$ cat src/wtc_pkg.sv
// Shared types, constants and keyword tables for the whitespace token classifier.
package wtc_pkg;

   localparam logic [31:0] MAX_TOKEN_LEN = 32'd65535;
   localparam logic [15:0] LEN_CAP =
      (MAX_TOKEN_LEN > 32'd65535) ? 16'hFFFF : MAX_TOKEN_LEN[15:0];

   localparam int KW_COUNT = 9;

   localparam logic [4:0] CLS_EQUAL      = 5'd9;
   localparam logic [4:0] CLS_PLUS       = 5'd10;
   localparam logic [4:0] CLS_MINUS      = 5'd11;
   localparam logic [4:0] CLS_STAR       = 5'd12;
   localparam logic [4:0] CLS_SLASH      = 5'd13;
   localparam logic [4:0] CLS_LPAREN     = 5'd14;
   localparam logic [4:0] CLS_RPAREN     = 5'd15;
   localparam logic [4:0] CLS_LBRACE     = 5'd16;
   localparam logic [4:0] CLS_RBRACE     = 5'd17;
   localparam logic [4:0] CLS_COLON      = 5'd18;
   localparam logic [4:0] CLS_COMMA      = 5'd19;
   localparam logic [4:0] CLS_SEMI       = 5'd20;
   localparam logic [4:0] CLS_GREATER_EQ = 5'd21;
   localparam logic [4:0] CLS_GREATER    = 5'd22;
   localparam logic [4:0] CLS_LESS_EQ    = 5'd23;
   localparam logic [4:0] CLS_LESS       = 5'd24;
   localparam logic [4:0] CLS_NOT_EQ     = 5'd25;
   localparam logic [4:0] CLS_IDENT      = 5'd26;
   localparam logic [4:0] CLS_NUMBER     = 5'd27;
   localparam logic [4:0] CLS_STRING     = 5'd28;
   localparam logic [4:0] CLS_NONE       = 5'd29;

   // Keyword text, right aligned: last character in the low byte.
   localparam logic [KW_COUNT-1:0][71:0] KW_TEXT = {
      72'("telemetry"), 72'("connect"), 72'("sleep"), 72'("print"), 72'("while"),
      72'("else"), 72'("if"), 72'("bind"), 72'("var")
   };
   localparam logic [KW_COUNT-1:0][3:0] KW_LEN = {
      4'd9, 4'd7, 4'd5, 4'd5, 4'd5, 4'd4, 4'd2, 4'd4, 4'd3
   };

   typedef struct packed {
      logic [7:0] data_byte;
      logic       end_of_text;
   } req_type;

   typedef struct packed {
      logic [4:0]  token_class;
      logic [31:0] token_start;
      logic [15:0] token_length;
      logic        last_result;
   } rsp_type;

   typedef struct packed {
      logic [7:0]          first_char;
      logic [7:0]          second_char;
      logic [7:0]          previous_char;
      logic [15:0]         char_count;
      logic [KW_COUNT-1:0] keyword_alive;
      logic                ident_ok;
      logic                number_ok;
   } tok_state_type;

   function automatic logic [7:0] kw_char(logic [3:0] k, logic [3:0] pos);
      logic [3:0] idx;
      idx = KW_LEN[k] - 4'd1 - pos;
      return KW_TEXT[k][{idx, 3'b000} +: 8];
   endfunction

endpackage

$ cat src/whitespace_token_classifier.sv
// Top level: byte input register, token state update and result register.
// Order: input register, then result register driving rsp_valid.
// Throughput: one byte per cycle; the input register advances whenever the
// result register is empty or being drained in the same cycle.
// Reset clears the token state, the byte offset and both valid flags.
module whitespace_token_classifier
   import wtc_pkg::*;
(
   input  logic    clock,
   input  logic    reset,
   input  logic    req_valid,
   output logic    req_ready,
   input  req_type req_data,
   output logic    rsp_valid,
   input  logic    rsp_ready,
   output rsp_type rsp_data
);

   logic          in_valid_ff;
   req_type       in_ff;
   tok_state_type tok_ff, tok_in, tok_upd;
   logic          inside_ff, inside_in, inside_upd;
   logic          point_ff, point_in, point_upd;
   logic [31:0]   start_ff, start_in, start_upd;
   logic [31:0]   pos_ff, pos_in;
   logic          rsp_valid_ff;
   rsp_type       rsp_ff, rsp_in;
   logic          rsp_load;
   logic          advance;
   logic [4:0]    cls;
   logic [7:0]    c;
   logic          e, is_sep, is_alpha, is_digit;

   wtc_classify u_classify (
      .tok         (tok_upd),
      .token_class (cls)
   );

   assign advance   = in_valid_ff && (!rsp_valid_ff || rsp_ready);
   assign req_ready = !in_valid_ff || advance;
   assign rsp_valid = rsp_valid_ff;
   assign rsp_data  = rsp_ff;

   always_comb begin
      c          = in_ff.data_byte;
      e          = in_ff.end_of_text;
      is_sep     = c == 8'h20 || c == 8'h09 || c == 8'h0D || c == 8'h0A;
      is_alpha   = (c >= 8'h61 && c <= 8'h7A) || (c >= 8'h41 && c <= 8'h5A);
      is_digit   = c >= 8'h30 && c <= 8'h39;
      tok_upd    = tok_ff;
      inside_upd = inside_ff;
      point_upd  = point_ff;
      start_upd  = start_ff;
      if (!is_sep) begin
         if (!inside_ff) begin
            inside_upd            = 1'b1;
            start_upd             = pos_ff;
            tok_upd.char_count    = '0;
            tok_upd.keyword_alive = '1;
            tok_upd.first_char    = c;
            tok_upd.second_char   = '0;
            tok_upd.ident_ok      = is_alpha || c == 8'h5F;
            tok_upd.number_ok     = 1'b1;
            point_upd             = 1'b0;
         end else if (!(is_alpha || is_digit || c == 8'h5F)) begin
            tok_upd.ident_ok = 1'b0;
         end
         for (int k = 0; k < KW_COUNT; k++) begin
            if (tok_upd.char_count >= 16'(KW_LEN[k]) ||
                kw_char(4'(k), tok_upd.char_count[3:0]) != c) begin
               tok_upd.keyword_alive[k] = 1'b0;
            end
         end
         if (!is_digit) begin
            if (c == 8'h2E && !point_upd) begin
               point_upd = 1'b1;
            end else begin
               tok_upd.number_ok = 1'b0;
            end
         end
         if (tok_upd.char_count == 16'd1) begin
            tok_upd.second_char = c;
         end
         tok_upd.previous_char = c;
         if (tok_upd.char_count < LEN_CAP) begin
            tok_upd.char_count = tok_upd.char_count + 16'd1;
         end
      end

      rsp_load  = 1'b0;
      rsp_in    = '{CLS_NONE, 32'd0, 16'd0, 1'b1};
      inside_in = inside_upd;
      if (inside_upd && (is_sep || e)) begin
         rsp_load  = 1'b1;
         rsp_in    = '{cls, start_upd, tok_upd.char_count, e};
         inside_in = 1'b0;
      end else if (e) begin
         rsp_load = 1'b1;
      end

      tok_in   = tok_upd;
      point_in = point_upd;
      start_in = start_upd;
      pos_in   = pos_ff;
      if (e) begin
         tok_in    = '0;
         inside_in = 1'b0;
         point_in  = 1'b0;
         start_in  = '0;
         pos_in    = '0;
      end else if (pos_ff != 32'hFFFF_FFFF) begin
         pos_in = pos_ff + 32'd1;
      end
   end

   always_ff @(posedge clock) begin
      if (reset) begin
         in_valid_ff  <= 1'b0;
         rsp_valid_ff <= 1'b0;
         tok_ff       <= '0;
         inside_ff    <= 1'b0;
         point_ff     <= 1'b0;
         start_ff     <= '0;
         pos_ff       <= '0;
      end else begin
         if (req_ready) begin
            in_valid_ff <= req_valid;
         end
         if (advance) begin
            tok_ff    <= tok_in;
            inside_ff <= inside_in;
            point_ff  <= point_in;
            start_ff  <= start_in;
            pos_ff    <= pos_in;
         end
         if (advance && rsp_load) begin
            rsp_valid_ff <= 1'b1;
         end else if (rsp_ready) begin
            rsp_valid_ff <= 1'b0;
         end
      end
   end

   always_ff @(posedge clock) begin
      if (req_ready) begin
         in_ff <= req_data;
      end
      if (advance && rsp_load) begin
         rsp_ff <= rsp_in;
      end
   end

endmodule

$ cat src/wtc_classify.sv
// Token class decision from the running per-token flags.
module wtc_classify
   import wtc_pkg::*;
(
   input  tok_state_type tok,
   output logic [4:0]    token_class
);

   logic kw_hit;
   logic two_eq;

   always_comb begin
      kw_hit      = 1'b0;
      token_class = CLS_IDENT;
      two_eq      = (tok.char_count == 16'd2) && (tok.second_char == 8'h3D);
      for (int k = KW_COUNT - 1; k >= 0; k--) begin
         if (tok.keyword_alive[k] && tok.char_count == 16'(KW_LEN[k])) begin
            kw_hit      = 1'b1;
            token_class = 5'(k);
         end
      end
      if (!kw_hit) begin
         case (tok.first_char)
            8'h3D: token_class = CLS_EQUAL;
            8'h2B: token_class = CLS_PLUS;
            8'h2D: token_class = CLS_MINUS;
            8'h2A: token_class = CLS_STAR;
            8'h2F: token_class = CLS_SLASH;
            8'h28: token_class = CLS_LPAREN;
            8'h29: token_class = CLS_RPAREN;
            8'h7B: token_class = CLS_LBRACE;
            8'h7D: token_class = CLS_RBRACE;
            8'h3A: token_class = CLS_COLON;
            8'h2C: token_class = CLS_COMMA;
            8'h3B: token_class = CLS_SEMI;
            8'h3E: token_class = two_eq ? CLS_GREATER_EQ : CLS_GREATER;
            8'h3C: token_class = two_eq ? CLS_LESS_EQ : CLS_LESS;
            default: begin
               if (tok.first_char == 8'h21 && two_eq) begin
                  token_class = CLS_NOT_EQ;
               end else if (tok.ident_ok) begin
                  token_class = CLS_IDENT;
               end else if (tok.number_ok) begin
                  token_class = CLS_NUMBER;
               end else if (tok.char_count >= 16'd2 &&
                            ((tok.first_char == 8'h22 && tok.previous_char == 8'h22) ||
                             (tok.first_char == 8'h27 && tok.previous_char == 8'h27))) begin
                  token_class = CLS_STRING;
               end else begin
                  token_class = CLS_IDENT;
               end
            end
         endcase
      end
   end

endmodule

$ cat config.mk
export PLATFORM = sky130hd
export DESIGN_NAME = whitespace_token_classifier
export DESIGN_NICKNAME = d
export VERILOG_FILES = /design/src/wtc_pkg.sv /design/src/whitespace_token_classifier.sv /design/src/wtc_classify.sv
export SDC_FILE = /design/constraint.sdc
export NUM_CORES = 1
export LEC_CHECK = 0
export ABC_AREA = 1
export BUFFER_PORTS_ARGS = -buffer_cell sky130_fd_sc_hd__buf_4
export CAP_MARGIN = 20
export CORE_MARGIN = 10
export CORE_UTILIZATION = 55
export DETAILED_ROUTE_END_ITERATION = 8
export PLACE_DENSITY = 0.73
export SLEW_MARGIN = 20
export SYNTH_ARGS = -nofsm -noshare
export SYNTH_HDL_FRONTEND = slang
export SYNTH_HIERARCHICAL = 1
export SYNTH_SLANG_ARGS = --single-unit
$ cat constraint.sdc
create_clock -name clock -period 8.4 [get_ports clock]
set_input_delay 0.42 -clock clock [delete_from_list [all_inputs] [get_ports clock]]
set_output_delay 0.42 -clock clock [all_outputs]
set_load 0.05 [all_outputs]
==> reports/qor.txt, run 1 <==
Die X = 164 um
Effective utilization at floorplan = 0.564
Die Span Y = 164 um
Ys Warns = 6
Register area share after synthesis = 0.372
Setup crit end kind = flip-flop
Share of cells above drive strength 1 = 0.111
Placed cell areas = 12000 sq um
Setup Skew = 0.0133 ns
Post-Route WL = 32200 um
Hold crit path type = primary input to flip-flop
Design Area, Final = 12600 sq um
First-pass GRT wire length = 52800 um
Placeable Area = 20400 sq um
WL met3 = 2780 um
Die area = 27000 sq um
Most common cell on crit path = nor2_1
Critical Path Source = inside_ff
Worst endpoint data arrival time = 5.35 ns
Clk_lat worst skew = 0.44 ns
Number of I/O pins = 69
Total grt overflow = 0
RD Place Congestion = 0.948
RSZ-0062 raised after global routing = false
CTS Root Cell = clkbuf_16
VDD IR max = 123 uV
Fillers = 1876
Nets = 1749
Post-synth EDFFs = 63
Routed Antenna Nets = 0
Synth top area share = 0.208
Clock Sinks = 182
Worst-path fanout max = 21
PD cells = 159 nW/um^2
Setup Viol. Count Final = 0
CTS resizes = 0
Row count = 52
Critical R2R Capture = rsp_data[52]
Async S/R FF share, synth = 0
Diode count = 0
Hold-fix buffers, CTS = 0
Tcrit/Tclk final = 0.614
Flop-to-flop setup slack = 3.24 ns
H-tree depth = 4
Crit-path max cell delay = 0.86 ns
Max Root-Sink Buffers = 2
Final cell utilization of the core = 0.621
Slew Viols, Final = 0
Num CTS Buffers = 17
Pleak = 5.55 nW
Slew HR = 0.300
WS Path Type = flip-flop to flip-flop
Slew at the pin with the worst max-slew slack = 1.05 ns
Maximum clock frequency = 0.194 GHz
Area taken by multi-input logic gates = 6120 sq um
Max Cap Violations = 0
Total number of vias = 11300
P&R area growth vs syn = 10.2%
Syn nets = 1728
TritonRoute pass-1 iters = 7
DR DRC count = 0
Cells after Synth = 1697
Hold Path Sink = c[7]
CP max-delay cell = dfxtp_1
FF-to-FF path depth = 21
Ys flop type = dfxtp_1
Worst Hold Launch = req_data[8]
Status = complete, no violations
Final Hold Viols = 0
Hold_ws = 0.148 ns
Tmin final = 5.16 ns
Worst R2R Start = inside_ff
Area taken by flip-flops and latches = 4270 sq um
Antenna violations before repair = 0
DR iter-0 viols = 1146
Synth unique cells = 59
Clk pin slew, worst setup/hold paths = 0.08 ns
Dpl hpwl = 22200 um
Largest net degree at the start of global routing = 88
Cell taking the most area after synthesis = dfxtp_1
WL met1 = 15200 um
TNS Setup = 0 ns
CP bufs+invs = 3
Synth Register Bits = 182
Cell family with most CP delay = simple AND/OR/NAND/NOR gates
Worst-path cell chain = nand2_1 -> inv_1 -> ha_1 -> inv_1 -> nor2_1 -> nand2_1 -> nor3_2 -> nand4_1 -> xor2_1 -> nand3_1 -> nand2_1 -> inv_1 -> nor2_1 -> nand2_1 -> nor2_2 -> nand3_1 -> nor2_1 -> o21ai_0 -> nor2_1 -> nor2_1 -> or2_2
Via density = 5.63
Top post-synthesis cells by area = dfxtp_1 (21%), edfxtp_1 (16%), nand2_1 (16%)
CP Launch Type = flip-flop
Postcts setup bufs = 0
Met2 wire length = 13700 um
CTS tree = done
Hold Crit Depth = 1
Routed wire per std cell = 16.1 um
Tot GR Track Use = 0.237
PortBufs = 68
Max layer used = met4
Avg Inst Size Synth = 6.76 sq um
Syn Std Cell Area = 11500 sq um
Vias in the first global route = 10300
Worst EP required = 8.59 ns
==> Yosys cell counts, types with 2 or more instances <==
library cell,instances
a211oi_1,2
a21boi_0,5
a21oi_1,137
and2_1,2
buf_1,5
buf_2,26
buf_4,7
buf_6,4
clkbuf_1,30
dfxtp_1,119
edfxtp_1,63
ha_1,18
inv_1,165
inv_2,19
mux2i_1,6
nand2_1,482
nand2_2,13
nand2_4,3
nand3_1,122
nand3_2,4
nand3b_1,6
nand4_1,44
nor2_1,201
nor2_2,7
nor2_4,3
nor3_1,29
nor3_2,4
nor3b_1,3
nor4_1,8
o211ai_1,3
o21a_1,4
o21ai_0,51
o21ai_1,10
o21ai_2,2
o22ai_1,8
or2_0,11
or2_1,4
or2_2,16
xnor2_1,9
xor2_1,22
xor2_2,2
==> sequential cells by signal, indices dropped and copies added (netlist names) <==
register     count
tok_ff          51
in_valid_ff      1
rsp_valid        1
rsp_data        54
point_ff         1
c                8
start_ff        32
pos_ff          32
inside_ff        1
e                1
==> report_power, final <==
part           switching (mW)  internal (mW)
registers              0.0196          0.928
logic                   0.156         0.0558
clock network           0.432          0.416
total                   0.607           1.40
==> logic make-up after synthesis <==
| group | Yosys count | share of synthesized area |
|---|---|---|
| and+or+nand+nor | 968 | 0.371 |
| DFF | 182 | 0.372 |
| buffers and inverters | 259 | 0.0952 |
| muxes | 6 | 0.00523 |
| AOI/OAI and AO/OA | 231 | 0.110 |
| xor gates and xnor gates | 33 | 0.0265 |
| adders and majority gates | 18 | 0.0196 |
==> stage by stage <==
step	setup WS [ns]	std cells	power (mW)
floorplan	4.67	1697	1.12
global placement	3.51	1968	1.18
detailed placement	3.33	1969	1.18
CTS	3.31	2001	2.01
global route	2.79	2001	2.08
finish	3.24	2001	2.01
==> area by class of cell <==
type,count,share of cell area
Multi-Input combinational cell,1256,0.484
Sequential cell,182,0.338
Inverter,184,0.0546
Timing Repair Buffer,77,0.0467
Clock buffer,17,0.0337
Tap cell,270,0.0267
Clock inverter,15,0.0160
==> routing by layer <==
metal	up-vias	GRT usage
li1	5549	-
met1	5187	0.343
met2	479	0.355
met3	46	0.0423
met4	0	0.0628
met5	-	0
==> worst max-delay path by stage <==
stage | end | slack, ns | cells past startpoint
after global routing | rsp_data[52] | 2.79 | 21
final | rsp_data[52] | 3.24 | 21
after detailed placement | rsp_data[52] | 3.33 | 21
after global placement | rsp_data[49] | 3.51 | 23
after CTS | rsp_data[52] | 3.31 | 21
after floorplan | rsp_data[49] | 4.67 | 26
==> layout by cell type (no fill, tap or decap), types with 8 or more instances in the layout <==
cell / Yosys / routed
o22ai_1: 8 / 8
ha_1: 18 / 18
nor4_1: 8 / 8
or2_0: 11 / 11
nand4_1: 44 / 44
nor2_1: 201 / 200
o21ai_0: 51 / 51
buf_4: 7 / 76
clkbuf_16: 0 / 17
inv_1: 165 / 164
xor2_1: 22 / 22
nor3_1: 29 / 29
nand2_2: 13 / 14
nand3_1: 122 / 122
inv_2: 19 / 20
or2_2: 16 / 16
xnor2_1: 9 / 9
edfxtp_1: 63 / 63
o21ai_1: 10 / 10
a21oi_1: 137 / 137
nand2_1: 482 / 481
dfxtp_1: 119 / 119
Power figures use the tool's default switching activity.
==> run 2: changes to the inputs <==
Clock period 8.4 ns to 5 ns, I/O delays scaled along.
==> run 2 against run 1 <==
Count of clock-buffer cells in the layout stayed put. Clock power is 68% higher. Non-clock buffer count is 18 higher. Critical endpoint is now rsp_data[49].
==> reports/qor.txt, run 2 (synthesis gave the netlist of run 1 again) <==
TNS Setup = 0 ns (unchanged)
Share of power burned in registers = 0.467 (-0.005)
Tcrit/Tclk final = 0.871 (+0.257)
Routed Antenna Nets = 0 (unchanged)
Vias in the first global route = 10300 (-0.27%)
Total grt overflow = 0 (unchanged)
Worst EP required = 5.19 ns (-3.40 ns)
Final Hold Viols = 0 (unchanged)
CTS Root Cell = clkbuf_16
Tot GR Track Use = 0.244 (+0.00735)
Antenna violations before repair = 0 (unchanged)
Setup Viol. Count Final = 0 (unchanged)
Via density = 5.55 (-1.4%)
Maximum clock frequency = 0.230 GHz (+18%)
Internal cell power = 2.35 mW (+68%)
Hold_ws = 0.0580 ns (-0.0899 ns)
Max Root-Sink Buffers = 2 (unchanged)
DR DRC count = 0 (unchanged)
Routed wire per std cell = 16.5 um (+2.8%)
Die X = 164 um (unchanged)
Worst-path fanout max = 43 (+100%)
Postcts setup bufs = 0 (unchanged)
Placeable Area = 20400 sq um (unchanged)
Slew at the pin with the worst max-slew slack = 0.942 ns (-0.107 ns)
Die area = 27000 sq um (unchanged)
Tmin final = 4.35 ns (-0.803 ns)
Nets = 1767 (+1.0%)
TritonRoute pass-1 iters = 6 (-1)
Fillers = 1887 (+0.59%)
Number of I/O pins = 69 (unchanged)
P&R area growth vs syn = 11.5%
Status = complete, no violations
RSZ-0062 raised after global routing = false
Share of cells above drive strength 1 = 0.115 (+0.00400)
Largest register FFs = 54 (unchanged)
Clock Sinks = 182 (unchanged)
DR iter-0 viols = 1062 (-7.3%)
Post-Route WL = 33400 um (+3.7%)
Hold crit path type = primary input to flip-flop
Row count = 52 (unchanged)
PD cells = 264 nW/um^2 (+67%)
Worst endpoint data arrival time = 4.54 ns (-0.81 ns)
Largest net degree at the start of global routing = 53 (-40%)
Effective utilization at floorplan = 0.564 (unchanged)
RD Place Congestion = 0.971 (+2.5%)
Commonest non-fill, non-tap cell in the layout = nand2_1
Switching share of power = 0.304 (+0.00142)
Setup crit end kind = flip-flop
Die Span Y = 164 um (unchanged)
CTS tree = done
VDD IR max = 229 uV (+87%)
Clock power frac = 0.421 (about the same)
H-tree depth = 4 (unchanged)
Slew HR = 0.371 (+0.0719)
Pleak = 5.63 nW (+1.5%)
Num CTS Buffers = 17 (unchanged)
Dpl hpwl = 23500 um (+5.6%)
CTS resizes = 0 (unchanged)
Diode count = 0 (unchanged)
CP Launch Type = flip-flop
Flop-to-flop setup slack = 0.65 ns (-2.60 ns)
First-pass GRT wire length = 53700 um (+1.7%)
Comb pwr share = 0.112 (+0.006)
Clk_lat worst skew = 0.45 ns (about the same)
Clk pin slew, worst setup/hold paths = 0.07 ns (about the same)
Total number of vias = 11200 (-0.48%)
Slew Viols, Final = 0 (unchanged)
WS Path Type = flip-flop to flip-flop
Net Sw Power = 1.03 mW (+69%)
Most frequent cells in the layout = nand2_1 (481), nor2_1 (200), inv_1 (164)
PortBufs = 68 (unchanged)
Max Cap Violations = 0 (unchanged)
Setup Skew = 0.0169 ns (+0.00367 ns)
Hold-fix buffers, CTS = 9 (+9)
[run 2: power groups by stage]
stage          registers [mW]  clock network [mW]  logic (mW)
2_1_floorplan            1.66                   0       0.219
3_3_place_gp             1.61                   0       0.367
3_5_place_dp             1.61                   0       0.368
4_1_cts                  1.58                1.43       0.376
5_1_grt                  1.59                1.49       0.414
6_report                 1.58                1.42       0.378
[run 2: per-layer routing]
layer  routed length, um  GRT usage  share of wire  vias to the layer above
li1                    -          -              -                     5567
met1               16100      0.359           0.48                     5193
met2               14200      0.361           0.43                      412
met3                2670     0.0461          0.080                       35
met4                 367     0.0556          0.011                        0
met5                   0          0              0                        -
[run 2: final cells by class]
| class | instances | area (sq um) | area share |
|---|---|---|---|
| Sequential cell | 182 | 4270 | 0.334 |
| Clock buffer | 17 | 425 | 0.0332 |
| Multi-Input combinational cell | 1256 | 6120 | 0.478 |
| Clock inverter | 15 | 214 | 0.0167 |
| Inverter | 184 | 691 | 0.0540 |
| Tap cell | 270 | 338 | 0.0264 |
| Timing Repair Buffer | 95 | 736 | 0.0575 |
[run 2: critical path, cell delays in order (launching register included)]
cell and delay [ns]:
edfxtp_1 0.68, inv_2 0.26, nand2_1 0.17, nor2_2 0.07
a31oi_4 0.46, nand2_4 0.46, nand2_1 0.19, xnor2_1 0.19
inv_2 0.06, nor2_1 0.09, nand2_1 0.07, nor2_2 0.46
nand3_1 0.18, nand2_1 0.12, nor2_1 0.08, nand3_2 0.11
inv_1 0.06, nand2_1 0.06, nand2_1 0.04, or2_2 0.28
[run 2: per-stage QoR]
stage	utilization	instances	setup slack (ns)	instance area [sq um]	total power [mW]
after floorplan	-	1697	1.27	11500	1.88
after global placement	0.593	1978	0.738	12100	1.98
after detailed placement	0.593	1978	0.700	12100	1.98
after CTS	0.628	2019	0.684	12800	3.39
after global routing	0.628	2019	0.239	12800	3.49
final	0.628	2019	0.647	12800	3.38
[run 2: final timing paths]
kind	startpoint	end	depth (start not counted)
hold reg to reg	start_ff[14]	start_ff[14]	2
setup / recovery	c[4]	rsp_data[49]	19
hold / removal	req_valid	in_valid_ff	3
setup reg to reg	c[4]	rsp_data[49]	19
==> run 3: changes to the inputs <==
Settings changed: BUFFER_PORTS_ARGS -buffer_cell sky130_fd_sc_hd__buf_4 to not set, CELL_PAD_IN_SITES_DETAIL_PLACEMENT set to 0, CELL_PAD_IN_SITES_GLOBAL_PLACEMENT set to 1, CORE_MARGIN 10 to 2, CORE_UTILIZATION 55 to 47, DONT_BUFFER_PORTS set to 1, PLACE_DENSITY 0.73 to not set, PLACE_DENSITY_LB_ADDON set to 0.1.
==> run 3 against run 2 <==
Register-to-register slack better by 0.12 ns. Count of clock-buffer cells in the layout stayed put. First-iteration DRC count is 9.0% lower. Worst setup slack better by 0.12 ns. Core utilization is 12 points lower. Critical endpoint unchanged. Largest power group unchanged.
==> reports/qor.txt, run 3 (synthesis gave the netlist of run 1 again) <==
Routed wire per std cell = 16.7 um (+0.92%)
Via density = 5.39 (-2.9%)
Tmin final = 4.23 ns (-0.120 ns)
Post-Route WL = 33500 um (+0.37%)
Clock power frac = 0.421 (about the same)
Hold crit path type = primary input to flip-flop
Status = complete, no violations
Antenna violations before repair = 0 (unchanged)
TNS Setup = 0 ns (unchanged)
Maximum clock frequency = 0.236 GHz (+2.8%)
RD Place Congestion = 0.889 (-8.5%)
Most common cell on crit path = nand2_1
Internal cell power = 2.33 mW (-1.1%)
Commonest non-fill, non-tap cell in the layout = nand2_1
Nets = 1702 (-3.7%)
Largest register FFs = 54 (unchanged)
Critical R2R Capture = rsp_data[49]
Most frequent cells in the layout = nand2_1 (481), nor2_1 (200), inv_1 (164)
Clock Sinks = 182 (unchanged)
Comb pwr share = 0.088 (-0.024)
Slew HR = 0.330 (-0.0417)
Worst-path fanout max = 20 (-53%)
DP Cell Count = 1964 (-0.71%)
Hold Path Sink = rsp_valid
Share of power burned in registers = 0.491 (+0.024)
Num CTS Buffers = 17 (unchanged)
Worst EP required = 5.20 ns (about the same)
PortBufs = 0 (-100%)
Final cell utilization of the core = 0.513 (-0.115)
FF-to-FF path depth = 25 (+6)
Worst endpoint data arrival time = 4.43 ns (-0.11 ns)
Clk pin slew, worst setup/hold paths = 0.08 ns (about the same)
DR iter-0 viols = 966 (-9.0%)
Setup Viol. Count Final = 0 (unchanged)
Switching share of power = 0.303 (-0.00126)
Vias in the first global route = 9828 (-4.5%)
TritonRoute pass-1 iters = 5 (-1)
Placeable Area = 24200 sq um (+19%)
CTS Root Cell = clkbuf_16
Max Root-Sink Buffers = 2 (unchanged)
Worst Hold Launch = rsp_ready
Effective utilization at floorplan = 0.475 (-0.0889)
Total number of vias = 10800 (-3.4%)
Setup ws final = 0.767 ns (+0.120 ns)
Largest net degree at the start of global routing = 100 (+89%)
Routed Antenna Nets = 0 (unchanged)
P&R area growth vs syn = 8.08%
PD cells = 269 nW/um^2 (+1.9%)
Tcrit/Tclk final = 0.847 (-0.0240)
Hold Crit Depth = 3 (unchanged)
Pleak = 5.32 nW (-5.5%)
H-tree depth = 4 (unchanged)
Die area = 25700 sq um (-5.0%)
Row count = 57 (+9.6%)
Final Power = 3.34 mW (-1.3%)
Setup Skew = 0.0133 ns (-0.00362 ns)
Die Span Y = 160 um (-2.5%)
Tot GR Track Use = 0.261 (+0.0175)
Share of cells above drive strength 1 = 0.0814 (-0.0341)
Setup crit end kind = flip-flop
VDD IR max = 178 uV (-22%)
RSZ-0062 raised after global routing = false
Slew Viols, Final = 0 (unchanged)
First-pass GRT wire length = 53800 um (+0.24%)
Die X = 160 um (-2.5%)
Flop-to-flop setup slack = 0.77 ns (+0.12 ns)
WS Path Type = flip-flop to flip-flop
Layout Cells excl Fill = 2008 (-0.54%)
Net Sw Power = 1.01 mW (-1.7%)
DR DRC count = 0 (unchanged)
Total grt overflow = 0 (unchanged)
Crit-path max cell delay = 0.47 ns (-0.21 ns)
Dpl hpwl = 23100 um (-1.6%)
Diode count = 0 (unchanged)
Number of I/O pins = 69 (unchanged)
Worst R2R Start = inside_ff
CP Launch Type = flip-flop
Clk_lat worst skew = 0.44 ns (about the same)
Final Hold Viols = 0 (unchanged)
Max Cap Violations = 0 (unchanged)
Dpl ws = 0.828 ns (+0.129 ns)
CTS tree = done
Slew at the pin with the worst max-slew slack = 1.00 ns (+0.0624 ns)
CP max-delay cell = nor2_2
[run 3: cell count changes in the layout (fill, tap and decap cells not counted), moves of 2 or more]
cell      before  now
buf_4         86   17
clkinv_4       1    3
inv_6          3    0
clkinv_8       8    5
inv_8          0    3
[run 3: power groups by stage]
stage                     Sequential, mW  Combinational (mW)  Clock, mW
after floorplan                     1.66               0.219          0
after global placement              1.67               0.268          0
after detailed placement            1.67               0.268          0
after CTS                           1.64               0.293       1.43
after global routing                1.64               0.328       1.49
final                               1.64               0.294       1.41
[run 3: worst max-delay path by stage]
| stage | end | from | slack, ns | cells past startpoint |
|---|---|---|---|---|
| 5_1_grt | rsp_data[49] | inside_ff | 0.39 | 25 |
| 4_1_cts | rsp_data[49] | inside_ff | 0.82 | 25 |
| 6_report | rsp_data[49] | inside_ff | 0.77 | 25 |
| 3_5_place_dp | rsp_data[49] | c[0] | 0.83 | 19 |
| 2_1_floorplan | rsp_data[49] | inside_ff | 1.27 | 26 |
| 3_3_place_gp | rsp_data[49] | c[0] | 0.81 | 17 |
[run 3: layout make-up]
type,instances,area (sq um)
Clock inverter,15,198
Tap cell,324,405
Sequential cell,182,4270
Multi-Input combinational cell,1256,6120
Timing Repair Buffer,30,287
Clock buffer,17,425
Fill cell,2449,11800
Inverter,184,691
[run 3: timing repair]
item / CTS / global route
resized for setup: 0 / 0
buffers inserted: 0 / 0
hold buffers: 11 / 0
hold endpoints to repair: 108 / 0
[run 3: metrics by stage]
step | hold WS, ns | instance area (sq um)
after floorplan | 0.349 | 11500
after global placement | 0.326 | 11600
after detailed placement | 0.330 | 11600
after CTS | 0.0255 | 12400
after global routing | 0.0493 | 12400
final | 0.0331 | 12400
[run 3: routing by layer]
layer  vias up  track usage  part of all wire
li1       5452            -                 -
met1      4990        0.386              0.49
met2       338        0.392              0.42
met3        45       0.0491             0.069
met4         0       0.0700             0.017
met5         -            0                 0
[run 3: critical path, delay by kind of cell (launching register included)]
| kind | cells | cell delay, ns |
|---|---|---|
| xor+xnor | 1 | 0.17 |
| fa+ha+maj | 1 | 0.27 |
| buf+inv | 6 | 0.84 |
| flops | 1 | 0.33 |
| simple gates | 17 | 2.39 |
